## config.mk

```make
export PLATFORM = sky130hd
export DESIGN_NAME = md5_stream_hash
export DESIGN_NICKNAME = d
export VERILOG_FILES = /design/src/sv/md5_pkg.sv /design/src/sv/md5_stream_hash.sv /design/src/sv/md5_datapath.sv /design/src/sv/md5_ctrl.sv
export SDC_FILE = /design/constraint.sdc
export NUM_CORES = 2
export LEC_CHECK = 0
export BUFFER_PORTS_ARGS = -buffer_cell sky130_fd_sc_hd__buf_2
export CORE_UTILIZATION = 33
export CTS_CLUSTER_DIAMETER = 200
export DETAILED_ROUTE_END_ITERATION = 12
export PLACE_DENSITY = 0.52
export SLEW_MARGIN = 25
export SYNTH_ARGS = -nofsm -noshare
export SYNTH_HDL_FRONTEND = slang
export SYNTH_SLANG_ARGS = --single-unit
export TNS_END_PERCENT = 100
```

## constraint.sdc

```tcl
create_clock -name clk -period 24.4 [get_ports clk]
set_input_delay 2.44 -clock clk [delete_from_list [all_inputs] [get_ports clk]]
set_output_delay 2.44 -clock clk [all_outputs]
set_load 0.02 [all_outputs]
```

## src/sv/md5_pkg.sv

```systemverilog
// ----------------------------------------------------------------------------
// md5_pkg
// Types, constants and step tables for the MD5 stream hash.
// ----------------------------------------------------------------------------
`timescale 1ns / 1ps
`default_nettype none
package md5_pkg;

	localparam logic [31:0] IV_A = 32'h67452301;
	localparam logic [31:0] IV_B = 32'hefcdab89;
	localparam logic [31:0] IV_C = 32'h98badcfe;
	localparam logic [31:0] IV_D = 32'h10325476;

	localparam logic [7:0] PAD_BYTE = 8'h80;
	localparam logic [5:0] LEN_POS = 6'd56;

	typedef enum logic [2:0] {
		ST_IDLE,
		ST_COMP,
		ST_PAD,
		ST_EMIT
	} md5_state_t;

	typedef enum logic [1:0] {
		SRC_DATA,
		SRC_PAD80,
		SRC_ZERO,
		SRC_LEN
	} md5_src_t;

	typedef struct packed {
		logic     wr_byte;
		md5_src_t src;
		logic     add_len;
		logic     comp_start;
		logic     comp_step;
		logic     comp_fold;
		logic     restart;
	} md5_cmd_t;

	typedef struct packed {
		logic       block_full;
		logic [5:0] fill_pos;
		logic       comp_last;
	} md5_status_t;

	function automatic logic [31:0] step_k(input logic [5:0] i);
		logic [31:0] k [64];
		k = '{
			32'hd76aa478, 32'he8c7b756, 32'h242070db, 32'hc1bdceee,
			32'hf57c0faf, 32'h4787c62a, 32'ha8304613, 32'hfd469501,
			32'h698098d8, 32'h8b44f7af, 32'hffff5bb1, 32'h895cd7be,
			32'h6b901122, 32'hfd987193, 32'ha679438e, 32'h49b40821,
			32'hf61e2562, 32'hc040b340, 32'h265e5a51, 32'he9b6c7aa,
			32'hd62f105d, 32'h02441453, 32'hd8a1e681, 32'he7d3fbc8,
			32'h21e1cde6, 32'hc33707d6, 32'hf4d50d87, 32'h455a14ed,
			32'ha9e3e905, 32'hfcefa3f8, 32'h676f02d9, 32'h8d2a4c8a,
			32'hfffa3942, 32'h8771f681, 32'h6d9d6122, 32'hfde5380c,
			32'ha4beea44, 32'h4bdecfa9, 32'hf6bb4b60, 32'hbebfbc70,
			32'h289b7ec6, 32'heaa127fa, 32'hd4ef3085, 32'h04881d05,
			32'hd9d4d039, 32'he6db99e5, 32'h1fa27cf8, 32'hc4ac5665,
			32'hf4292244, 32'h432aff97, 32'hab9423a7, 32'hfc93a039,
			32'h655b59c3, 32'h8f0ccc92, 32'hffeff47d, 32'h85845dd1,
			32'h6fa87e4f, 32'hfe2ce6e0, 32'ha3014314, 32'h4e0811a1,
			32'hf7537e82, 32'hbd3af235, 32'h2ad7d2bb, 32'heb86d391
		};
		return k[i];
	endfunction

	function automatic logic [4:0] step_rot(input logic [5:0] i);
		logic [4:0] r [16];
		r = '{5'd7, 5'd12, 5'd17, 5'd22, 5'd5, 5'd9, 5'd14, 5'd20,
			5'd4, 5'd11, 5'd16, 5'd23, 5'd6, 5'd10, 5'd15, 5'd21};
		return r[{i[5:4], i[1:0]}];
	endfunction

	function automatic logic [3:0] step_word(input logic [5:0] i);
		logic [3:0] g;
		unique case (i[5:4])
			2'd0: g = i[3:0];
			2'd1: g = 4'(5 * i[3:0] + 1);
			2'd2: g = 4'(3 * i[3:0] + 5);
			default: g = 4'(7 * i[3:0]);
		endcase
		return g;
	endfunction

endpackage
`default_nettype wire

```

## src/sv/md5_stream_hash.sv

```systemverilog
// A data byte is written into the block buffer on its transfer; the byte that completes a block stalls input
// for the round. A finish pads one byte per cycle and runs the round once or twice;
// the digest is then presented and holds until taken.
// Bytes are taken one per cycle within a block, but input stalls while the single round unit runs.
// Reset: arst_n clears the chaining words to the initial vector, count and fill to zero.
// ----------------------------------------------------------------------------
// md5_stream_hash
// Top level: MD5 over a byte stream with a digest per finish transfer.
// ----------------------------------------------------------------------------
`timescale 1ns / 1ps
`default_nettype none
module md5_stream_hash
	import md5_pkg::*;
(
	input  wire logic         clk,
	input  wire logic         arst_n,
	input  wire logic         s_tvalid,
	output logic              s_tready,
	input  wire logic [7:0]   s_tdata,   // data_byte[7:0]
	input  wire logic         s_tuser,   // kind
	output logic              m_tvalid,
	input  wire logic         m_tready,
	output logic [127:0]      m_tdata    // digest_low[63:0], digest_high[127:64]
);

	md5_cmd_t    cmd;
	md5_status_t status;

	md5_ctrl u_ctrl (
		.clk(clk), .arst_n(arst_n),
		.in_fire(s_tvalid && s_tready), .in_kind(s_tuser),
		.out_fire(m_tvalid && m_tready), .status(status),
		.in_ready(s_tready), .out_valid(m_tvalid), .cmd(cmd)
	);

	md5_datapath u_dp (
		.clk(clk), .arst_n(arst_n), .cmd(cmd), .data_byte(s_tdata),
		.status(status), .digest(m_tdata)
	);

endmodule
`default_nettype wire

```

## src/sv/md5_datapath.sv

```systemverilog
// ----------------------------------------------------------------------------
// md5_datapath
// Block buffer, bit counter, chaining words and the one-step-per-cycle round.
// ----------------------------------------------------------------------------
`timescale 1ns / 1ps
`default_nettype none
module md5_datapath
	import md5_pkg::*;
(
	input  wire logic         clk,
	input  wire logic         arst_n,
	input  wire md5_cmd_t     cmd,
	input  wire logic [7:0]   data_byte,
	output md5_status_t       status,
	output logic [127:0]      digest
);

	logic [31:0] words_q [16];
	logic [5:0]  fill_q;
	logic [63:0] len_q;
	logic [63:0] len_snap_q;
	logic [31:0] ch_q [4];
	logic [31:0] a_q, b_q, c_q, d_q;
	logic [5:0]  step_q;
	logic [7:0]  wr_val;
	logic [31:0] f, t, rot;
	logic [4:0]  s;

	always_comb begin
		unique case (cmd.src)
			SRC_DATA:  wr_val = data_byte;
			SRC_PAD80: wr_val = PAD_BYTE;
			SRC_ZERO:  wr_val = 8'h00;
			default:   wr_val = len_snap_q[8 * (fill_q[2:0]) +: 8];
		endcase
	end

	always_ff @(posedge clk) begin
		if (cmd.wr_byte) begin
			words_q[fill_q[5:2]][8 * fill_q[1:0] +: 8] <= wr_val;
		end
	end

	always_comb begin
		unique case (step_q[5:4])
			2'd0: f = (b_q & c_q) | (~b_q & d_q);
			2'd1: f = (b_q & d_q) | (c_q & ~d_q);
			2'd2: f = b_q ^ c_q ^ d_q;
			default: f = c_q ^ (b_q | ~d_q);
		endcase
		t = a_q + f + words_q[step_word(step_q)] + step_k(step_q);
		s = step_rot(step_q);
		rot = (t << s) | (t >> (6'd32 - {1'b0, s}));
	end

	always_ff @(posedge clk or negedge arst_n) begin
		if (!arst_n) begin
			fill_q <= '0;
			len_q <= '0;
			step_q <= '0;
			ch_q <= '{IV_A, IV_B, IV_C, IV_D};
		end else begin
			if (cmd.wr_byte) fill_q <= fill_q + 6'd1;
			if (cmd.add_len) len_q <= len_q + 64'd8;
			if (cmd.comp_start) step_q <= '0;
			else if (cmd.comp_step) step_q <= step_q + 6'd1;
			if (cmd.comp_fold) begin
				ch_q[0] <= ch_q[0] + d_q;
				ch_q[1] <= ch_q[1] + b_q + rot;
				ch_q[2] <= ch_q[2] + b_q;
				ch_q[3] <= ch_q[3] + c_q;
			end
			if (cmd.restart) begin
				ch_q <= '{IV_A, IV_B, IV_C, IV_D};
				len_q <= '0;
				fill_q <= '0;
			end
		end
	end

	always_ff @(posedge clk) begin
		if (cmd.src == SRC_PAD80 && cmd.wr_byte) len_snap_q <= len_q;
		if (cmd.comp_start) begin
			a_q <= ch_q[0];
			b_q <= ch_q[1];
			c_q <= ch_q[2];
			d_q <= ch_q[3];
		end else if (cmd.comp_step) begin
			a_q <= d_q;
			d_q <= c_q;
			c_q <= b_q;
			b_q <= b_q + rot;
		end
	end

	assign status.block_full = (fill_q == 6'd63);
	assign status.fill_pos = fill_q;
	assign status.comp_last = (step_q == 6'd63);
	assign digest = {ch_q[3], ch_q[2], ch_q[1], ch_q[0]};

endmodule
`default_nettype wire

```

## src/sv/md5_ctrl.sv

```systemverilog
// ----------------------------------------------------------------------------
// md5_ctrl
// Sequencer for byte intake, padding, compression and digest output.
// ----------------------------------------------------------------------------
`timescale 1ns / 1ps
`default_nettype none
module md5_ctrl
	import md5_pkg::*;
(
	input  wire logic        clk,
	input  wire logic        arst_n,
	input  wire logic        in_fire,
	input  wire logic        in_kind,
	input  wire logic        out_fire,
	input  wire md5_status_t status,
	output logic             in_ready,
	output logic             out_valid,
	output md5_cmd_t         cmd
);

	md5_state_t state_q, state_d;
	logic       fin_q, fin_d;
	logic       wrap_q, wrap_d;
	logic       lenwrote_q;

	always_ff @(posedge clk or negedge arst_n) begin
		if (!arst_n) begin
			state_q <= ST_IDLE;
			fin_q <= 1'b0;
			wrap_q <= 1'b0;
		end else begin
			state_q <= state_d;
			fin_q <= fin_d;
			wrap_q <= wrap_d;
		end
	end

	always_comb begin
		state_d = state_q;
		fin_d = fin_q;
		wrap_d = wrap_q;
		cmd = '0;
		cmd.src = SRC_DATA;
		in_ready = 1'b0;
		out_valid = 1'b0;
		unique case (state_q)
			ST_IDLE: begin
				in_ready = 1'b1;
				if (in_fire) begin
					cmd.wr_byte = 1'b1;
					if (in_kind) begin
						cmd.src = SRC_PAD80;
						fin_d = 1'b1;
						if (status.fill_pos >= LEN_POS && !status.block_full) wrap_d = 1'b1;
					end else begin
						cmd.add_len = 1'b1;
					end
					if (status.block_full) begin
						cmd.comp_start = 1'b1;
						state_d = ST_COMP;
					end else if (in_kind) begin
						state_d = ST_PAD;
					end
				end
			end
			ST_COMP: begin
				cmd.comp_step = 1'b1;
				if (status.comp_last) begin
					cmd.comp_fold = 1'b1;
					state_d = fin_q ? ST_PAD : ST_IDLE;
				end
			end
			ST_PAD: begin
				cmd.wr_byte = 1'b1;
				cmd.src = (status.fill_pos >= LEN_POS && !wrap_q) ? SRC_LEN : SRC_ZERO;
				if (status.block_full) begin
					cmd.comp_start = 1'b1;
					state_d = ST_COMP;
					wrap_d = 1'b0;
					if (cmd.src == SRC_LEN) fin_d = 1'b0;
				end
			end
			default: begin
				out_valid = 1'b1;
				if (out_fire) begin
					cmd.restart = 1'b1;
					state_d = ST_IDLE;
				end
			end
		endcase
		if (state_q == ST_COMP && status.comp_last && !fin_q && state_d == ST_IDLE &&
			lenwrote_q) begin
			state_d = ST_EMIT;
		end
	end

	always_ff @(posedge clk or negedge arst_n) begin
		if (!arst_n) lenwrote_q <= 1'b0;
		else if (state_q == ST_PAD && status.block_full && cmd.src == SRC_LEN)
			lenwrote_q <= 1'b1;
		else if (state_q == ST_EMIT) lenwrote_q <= 1'b0;
	end

endmodule
`default_nettype wire

```

Word-level counts from Yosys, hierarchy flattened:

Memory sizes are Yosys's and may differ from the RTL's.
Cells that the tools add are included.

* add/subtract/negate cells: 16
* $mul: 3
* $lt $le $gt $ge: 3
* eq/ne operators: 16
* shifts and indexed selects: 5
* mux-type cells: 60
* bitwise operators: 15
* reduce and logical (&&, ||, !) cells: 27

Operators with widths (number)
* 2-to-1 mux 32 bit: 11
* adder 32 bit: 9
* 2-to-1 mux 128 bit: 2
* AND 32 bit: 4
* 2-to-1 mux 64 bit: 2
* bitwise OR 32 bit: 4
* case mux 32 bit (3 select lines): 1
* bitwise XOR 32 bit: 3
* adder 64 x 4 -> 64 bit, second input constant: 1
* inverter 32 bit: 2
* variable part select 64 x 7 -> 8 bit: 1
* negation 5 -> 34 bit: 1
* variable shift 8 x 34 -> 32 bit, first input constant: 1
* variable part select 8 x 34 -> 32 bit: 1
* left shift 32 x 5 -> 32 bit: 1
* >> shifter 32 x 6 -> 32 bit: 1
* 2-to-1 mux 6 bit: 4
* case mux 8 bit (3 select lines): 1
* 2-to-1 mux 1 bit: 21
* 2-to-1 mux 3 bit: 7
* 2-to-1 mux 5 bit: 3
* adder 6 x 1 -> 6 bit, second input constant: 2
* == test 6 bit, second input constant: 2
* case mux 4 bit (3 select lines): 1
* other kinds (27): 59

* flip-flop bits (word level): 402
* RAM bits: 512
* memory bits (read-only): 2128
* input bits: 13
* output and inout port bits: 130
* word-level logic and storage cells: 164
* memories kept: 3

Memories
* (name not given): depth 64, bits a word 32, read ports 1, clocked after memory_dff 0, write ports 0, line md5_pkg.sv:67 `return k[i];`
* u_dp.words_q: depth 16, bits a word 32, read ports 1, clocked after memory_dff 0, write ports 1, line md5_datapath.sv:18 `logic [31:0] words_q [16];`
* (name not given): depth 16, bits a word 5, read ports 1, clocked after memory_dff 0, write ports 0, line md5_pkg.sv:74 `return r[{i[5:4], i[1:0]}];`

Longest topological paths before layout:

* depth in word-level cells: 12
* depth in mapped cells: 50
* depth with buffers taken out: 46

Hierarchy:

Synthesis repeated with hierarchy kept, for this count alone.

* cells, all modules: 5320
* area, all modules: 57315.0 um^2

Modules (own cells, without submodules)
* md5_datapath: instances 1, cells an instance 5270, area each 56874.5 um^2
* md5_ctrl: instances 1, cells an instance 48, area each 427.9 um^2
* md5_stream_hash: instances 1, cells an instance 2, area each 12.5 um^2

Least setup slack after synthesis:

No wires, ideal clock.

* kind: flip-flop to flip-flop
* start: reg u_dp.step_q[1]
* end: reg u_dp.b_q[30], data pin
* setup time: 270 ps
* arrival time: 11437 ps
* setup slack: 12693 ps
* cell stages (with the launch flop): 46
* buffers on the path: 5
* path through: dfrtp_1 clkbuf_1 clkinv_1 ha_1 buf_2 nand3b_1 nand4_1 buf_2 buf_1 buf_1 mux4_2 nand2_1 a31oi_1 fa_1 inv_1 fa_1 inv_1 ha_1 (+10 left out) nor2_1 a21o_1 o21ai_0 o221ai_1 fa_1 a21o_1 a21oi_1 o21ai_0 and4b_1 o31ai_1 o21ai_0 a2111oi_1 o21bai_1 a21oi_1 o21ai_0 o311ai_1 xor2_1 a21oi_1

* longest elaborated chain between the ends: 11

RTL lines
* from (decl): line md5_datapath.sv:24 `logic [5:0] step_q;`
* from (signal assigned): line md5_datapath.sv:66 `else if (cmd.comp_step) step_q <= step_q + 6'd1;`
* multiplier 2 x 4 -> 4 bit / multiplier 3 x 4 -> 4 bit (equally long branches): line md5_pkg.sv:82, md5_pkg.sv:81
* adder 4 x 3 -> 4 bit / adder 4 x 1 -> 4 bit (equally long branches): line md5_pkg.sv:82, md5_pkg.sv:81
* case mux 4 bit (3 select lines): line md5_pkg.sv:79 `unique case (i[5:4])`
* memory (16 x 32 bit)
* adder 32 bit (2 in a row): line md5_datapath.sv:51 `t = a_q + f + words_q[step_word(step_q)] + step_k(step_q);`
* >> shifter 32 x 6 -> 32 bit / left shift 32 x 5 -> 32 bit (equally long branches): line md5_datapath.sv:53 `rot = (t << s) | (t >> (6'd32 - {1'b0, s}));`
* bitwise OR 32 bit (*): line md5_datapath.sv:53
* adder 32 bit (*): line md5_datapath.sv:92 `b_q <= b_q + rot;`
* 2-to-1 mux 32 bit (*): line md5_datapath.sv:88 `end else if (cmd.comp_step) begin`
* 2-to-1 mux 32 bit (*): line md5_datapath.sv:83 `if (cmd.comp_start) begin`
* to (signal assigned): line md5_datapath.sv:85 `b_q <= ch_q[1];`
* to (signal assigned): line md5_datapath.sv:92
* to (decl): line md5_datapath.sv:23 `logic [31:0] a_q, b_q, c_q, d_q;`

Mark *: on every way between the ends. The rest lies on a longest branch, timed or not. The select of a mux whose other input is x is not followed.
A chain may end at the register's enable or synchronous reset.

Worst setup path in the final report:

* start: reg u_dp.step_q[1]
* end: reg u_dp.ch_q (netlist bit u_dp.digest[63])

* longest elaborated chain between the ends: 11

RTL lines
* multiplier 2 x 4 -> 4 bit / multiplier 3 x 4 -> 4 bit (equally long branches): line md5_pkg.sv:82, md5_pkg.sv:81
* adder 4 x 3 -> 4 bit / adder 4 x 1 -> 4 bit (equally long branches): line md5_pkg.sv:82, md5_pkg.sv:81
* case mux 4 bit (3 select lines): line md5_pkg.sv:79
* memory (16 x 32 bit)
* adder 32 bit (2 in a row): line md5_datapath.sv:51
* >> shifter 32 x 6 -> 32 bit / left shift 32 x 5 -> 32 bit (equally long branches): line md5_datapath.sv:53
* bitwise OR 32 bit: line md5_datapath.sv:53
* adder 32 bit: line md5_datapath.sv:69 `ch_q[1] <= ch_q[1] + b_q + rot;`
* 2-to-1 mux 128 bit: line md5_datapath.sv:67 `if (cmd.comp_fold) begin`
* 2-to-1 mux 128 bit: line md5_datapath.sv:73 `if (cmd.restart) begin`
* to (signal assigned): line md5_datapath.sv:61 `ch_q <= '{IV_A, IV_B, IV_C, IV_D};`
* to (signal assigned): line md5_datapath.sv:74 `ch_q <= '{IV_A, IV_B, IV_C, IV_D};`
* to (decl): line md5_datapath.sv:22 `logic [31:0] ch_q [4];`

Several ways; a longest one is shown, not always the timed one. The select of a mux whose other input is x is not followed.

==> results.txt <==
STA puts the critical path data arrival time at 15320 ps. The reg-to-reg critical path startpoint is u_dp.step_q[1]$_DFFE_PN0P_. During placement, the flow inserted port buffers numbering 142. The proportion of netlist area held by the largest area contributor came out at 37.5%. Setup violations remaining at the end of the flow were counted as 0. Setup repair after global routing left no endpoint under its margin.

The gate count after technology mapping is roughly 5400. Row generation in the floorplan step produced 151 rows. The highest net fanout along the worst path came out at 45. The congestion estimate from routability-driven global placement came to 0.952.

The number of detailed-routing iterations run before antenna repair is 7. Yosys attributes the largest share of cell area to sky130_fd_sc_hd__edfxtp_1 (37%), sky130_fd_sc_hd__dfrtp_1 (6.4%), sky130_fd_sc_hd__mux4_2 (6.1%). The number of antenna violations at the first check in global routing came out at 4. The total of warnings raised by yosys came out at 0.

The number of hold-repair buffers added at the cts stage is 0. The average via count per standard cell came out at 5.57. The internal power of the cells came out at 0.00248 W.

The number of enable flip-flop cells after synthesis is around 700. In the synthesized netlist the dominant register cell turns out to be sky130_fd_sc_hd__edfxtp_1. The clock transition at the registers of the reported paths is 60 ps. Counting flops and latches in the post-synthesis netlist gives 908. The hold violation total from the final report was 0. The number of buffers inserted by post-CTS setup repair is 0. The final critical delay including setup and external delays is 14690 ps. STA classifies the critical path endpoint as a flop. Entering global routing, the biggest net connects 129 pins. Combinational logic burns 0.3% of the power.

After detailed routing, the number of remaining DRC violations is 0. Among all stages on the critical path, the largest delay is contributed by sky130_fd_sc_hd__ha_1. The origin of the worst setup path is u_dp.step_q[1]$_DFFE_PN0P_. The number of vias after detailed routing is 43000.

The standard cell core area is 169000 um2. In the synthesized netlist, the cells that appear most often are sky130_fd_sc_hd__edfxtp_1 (701), sky130_fd_sc_hd__nand2_1 (699), sky130_fd_sc_hd__nor2_1 (492). The global-route wire length before repair came out at 283000 um. Sequential cells were found to cover 46.9% of the synthesized design area. The number of primary I/O pins came out at between 100 and 150. The final routed wire length divided by cell count is 25.1 um. In the global route stage, overall resource usage came out at 22.1%. The total die area came out at about 170000 um2. Headroom to the max-slew limit came out at 20.7%. The area of the mapped netlist came out at 56100 um2. For the final database, setup skew stands at 48.3 ps. For this run the aggregate overflow at the end of global routing stands at 0. The worst setup path category is reg2reg.

The average cell area after synthesis is 10.4 um2. The cell family contributing the most delay on the critical path is compound AO/OA/AOI/OAI gates. The max-slew violation count is 0. The clock reaches the later pin of the worst-skew pair after 730 ps. The proportion of power drawn by the clock network is between 40% and 50%.

The worst-case hold slack is about 480 ps. In this design, the stage delay of the slowest critical-path cell is roughly 840 ps. In the synthesized netlist the async set-or-reset flop fraction comes to 22.8%. The power share of the sequential group is 52.4%. The transition time at the pin with the least slew margin is 1190 ps. The most critical setup path has its endpoint at u_dp.digest[63]$_DFFE_PN1P_. The clock root buffer master is sky130_fd_sc_hd__clkbuf_16. The reported net switching power is 0.000661 W. After clock tree synthesis, the repair step resized 0 gates. The path category of the worst min-delay check is reg2reg. The number of buffers and inverters on the critical path is 6. The number of global-route vias before repair is 41300. The wire length reported by the detailed router is 194000 um. Power spread over the standard cell area amounts to around 50 nW/um2. TritonCTS built the clock tree. The count of nets left with antenna violations once routing finished came out at 0. The H-tree was split into 3 levels. Max-cap violations in this run came to 0. The chip width is 414 um. The number of buffers inserted during clock tree synthesis is 96. The run finished with clean final reports. STA classifies the critical path startpoint as a flop. Counting every sink on the clock net gives 908. The hold path depth came out at 0. The fraction of layout cells with a size suffix above 1 came out at 12.1%.

The reg-to-reg endpoint is u_dp.digest[63]$_DFFE_PN1P_. Setup total negative slack on the finished layout was measured at 0 ps. Once the floorplan was initialized, standard cells occupied roughly 33% of the core. Compared with the post-synthesis result, the final layout area differs by 11.2%. In the post-synthesis netlist, the cell with the most instances is sky130_fd_sc_hd__edfxtp_1. The required time reported for the critical path endpoint came out at 25030 ps. The number of nets produced by synthesis is 5728. Across the VDD grid, the largest voltage drop is 0.0612 mV. The buffer depth of the longest clock path came out at 3. The critical path runs through a total of between 40 and 50 cells. The logic depth of the worst register-to-register path came out at 43. The number of distinct standard cells referenced by the synthesized netlist is 101.

The die height is 414 um. The slack of the worst reg-to-reg path is 9710 ps. The detailed router's first-iteration violation count is 4035. The net switching fraction of the power came out at a little over a fifth.

The standby leakage power came out at 22.7 nW. Of all cell types, the one taking the most synthesized area is sky130_fd_sc_hd__edfxtp_1. The final net count came out at between 5000 and 6000. The detailed-placement wirelength estimate is 141000 um. The final cycle utilization of the critical path came out at about three fifths. The maximum clock frequency is 68.1 MHz.
==> stage by stage <==
| step | instance area, um2 | setup WS, ps | power (W) | utilization [%] | std cells |
|---|---|---|---|---|---|
| floorplan | 56100 | 12690 | 0.00168 | - | 5385 |
| global placement | 59200 | 10040 | 0.00169 | 35.0 | 7537 |
| detailed placement | 59300 | 9820 | 0.00169 | 35.0 | 7539 |
| CTS | 62400 | 9770 | 0.00317 | 36.9 | 7716 |
| global route | 62400 | 8660 | 0.00323 | 36.9 | 7718 |
| finish | 62400 | 9710 | 0.00314 | 36.9 | 7720 |
==> power groups by stage <==
stage	combinational [W]	clock [W]	sequential, W
2_1_floorplan	0.000000208	0	0.00168
3_3_place_gp	0.0000107	0	0.00168
3_5_place_dp	0.0000109	0	0.00168
4_1_cts	0.0000109	0.00151	0.00165
5_1_grt	0.0000117	0.00157	0.00165
6_report	0.0000101	0.00148	0.00165
==> logic make-up after synthesis <==
| logic type | count (synthesis) | share of synthesized area (%) |
|---|---|---|
| AND/OR/NAND/NOR | 1685 | 13.3 |
| AO/OA/AOI/OAI | 1333 | 14.9 |
| flip-flops | 908 | 46.9 |
| buffers and inverters | 600 | 4.04 |
| adder cells (fa/ha/maj) | 331 | 8.75 |
| XOR/XNOR | 292 | 4.55 |
| multiplexers | 236 | 7.62 |
==> state kept, by name, summed over array words and instances, names as in the netlist <==
| signal | cells |
|---|---|
| u_dp.b_q | 32 |
| u_dp.c_q | 32 |
| u_ctrl.wrap_q | 1 |
| u_ctrl.lenwrote_q | 1 |
| u_dp.digest | 128 |
| u_dp.a_q | 32 |
| u_dp.fill_q | 6 |
| u_ctrl.state_q | 3 |
| u_dp.d_q | 32 |
| u_dp.len_q | 61 |
| u_dp.step_q | 6 |
| u_dp.len_snap_q | 61 |
| u_dp.words_q | 512 |
| u_ctrl.fin_q | 1 |
==> worst reg2reg max path, delay by kind of cell, from the launching register on <==
family                   cells  cell delay, ps
flip-flops                   1             360
AO/OA/AOI/OAI               18            4830
buffers and inverters        6            2410
XOR/XNOR                     1             460
AND/OR/NAND/NOR              8            1840
adder cells (fa/ha/maj)      7            3540
multiplexers                 3            1140
==> worst min path at each step <==
| stage | start | slack (ps) | to |
|---|---|---|---|
| floorplan | u_dp.len_q[63]$_DFFE_PN0P_ | 450 | u_dp.len_snap_q[63]$_DFFE_PP_ |
| global placement | u_dp.len_q[63]$_DFFE_PN0P_ | 460 | u_dp.len_snap_q[63]$_DFFE_PP_ |
| detailed placement | u_dp.len_q[63]$_DFFE_PN0P_ | 470 | u_dp.len_snap_q[63]$_DFFE_PP_ |
| CTS | u_dp.len_q[63]$_DFFE_PN0P_ | 490 | u_dp.len_snap_q[63]$_DFFE_PP_ |
| global route | u_dp.len_q[63]$_DFFE_PN0P_ | 500 | u_dp.len_snap_q[63]$_DFFE_PP_ |
| finish | u_dp.len_q[63]$_DFFE_PN0P_ | 480 | u_dp.len_snap_q[63]$_DFFE_PP_ |
==> routing by layer <==
layer / track usage, % / up-vias / wire length (um)
li1: - / 19700 / -
met1: 30.6 / 21600 / 85000
met2: 34.2 / 1498 / 87200
met3: 2.84 / 332 / 11500
met4: 10.4 / 0 / 10100
met5: 0 / - / 0
==> final cells by class <==
class,count,area [um2]
fill,16900,107000
multi-input combinational,3877,27700
sequential,908,26300
tap,2218,2780
clock buffer,127,2580
timing repair buffer,210,1240
inverter,327,1230
clock inverter,50,533
antenna,3,7.51
==> placed cells by master (no fill, tap or decap), types with 56 or more instances in the layout <==
master and instances:
sky130_fd_sc_hd__clkbuf_16 97, sky130_fd_sc_hd__o21ai_0 357, sky130_fd_sc_hd__buf_4 64, sky130_fd_sc_hd__dfrtp_1 138
sky130_fd_sc_hd__nor2_1 467, sky130_fd_sc_hd__ha_1 227, sky130_fd_sc_hd__mux2i_1 66, sky130_fd_sc_hd__a31oi_1 79
sky130_fd_sc_hd__xor2_1 129, sky130_fd_sc_hd__nand2_1 698, sky130_fd_sc_hd__dfstp_2 64, sky130_fd_sc_hd__fa_1 103
sky130_fd_sc_hd__a21o_1 68, sky130_fd_sc_hd__a211oi_1 82, sky130_fd_sc_hd__a21oi_1 368, sky130_fd_sc_hd__inv_1 322
sky130_fd_sc_hd__nor3_1 78, sky130_fd_sc_hd__xnor2_1 158, sky130_fd_sc_hd__mux4_2 151, sky130_fd_sc_hd__buf_2 142
sky130_fd_sc_hd__nor2b_1 56, sky130_fd_sc_hd__nand3_1 98, sky130_fd_sc_hd__edfxtp_1 701
Power figures use the tool's default switching activity.
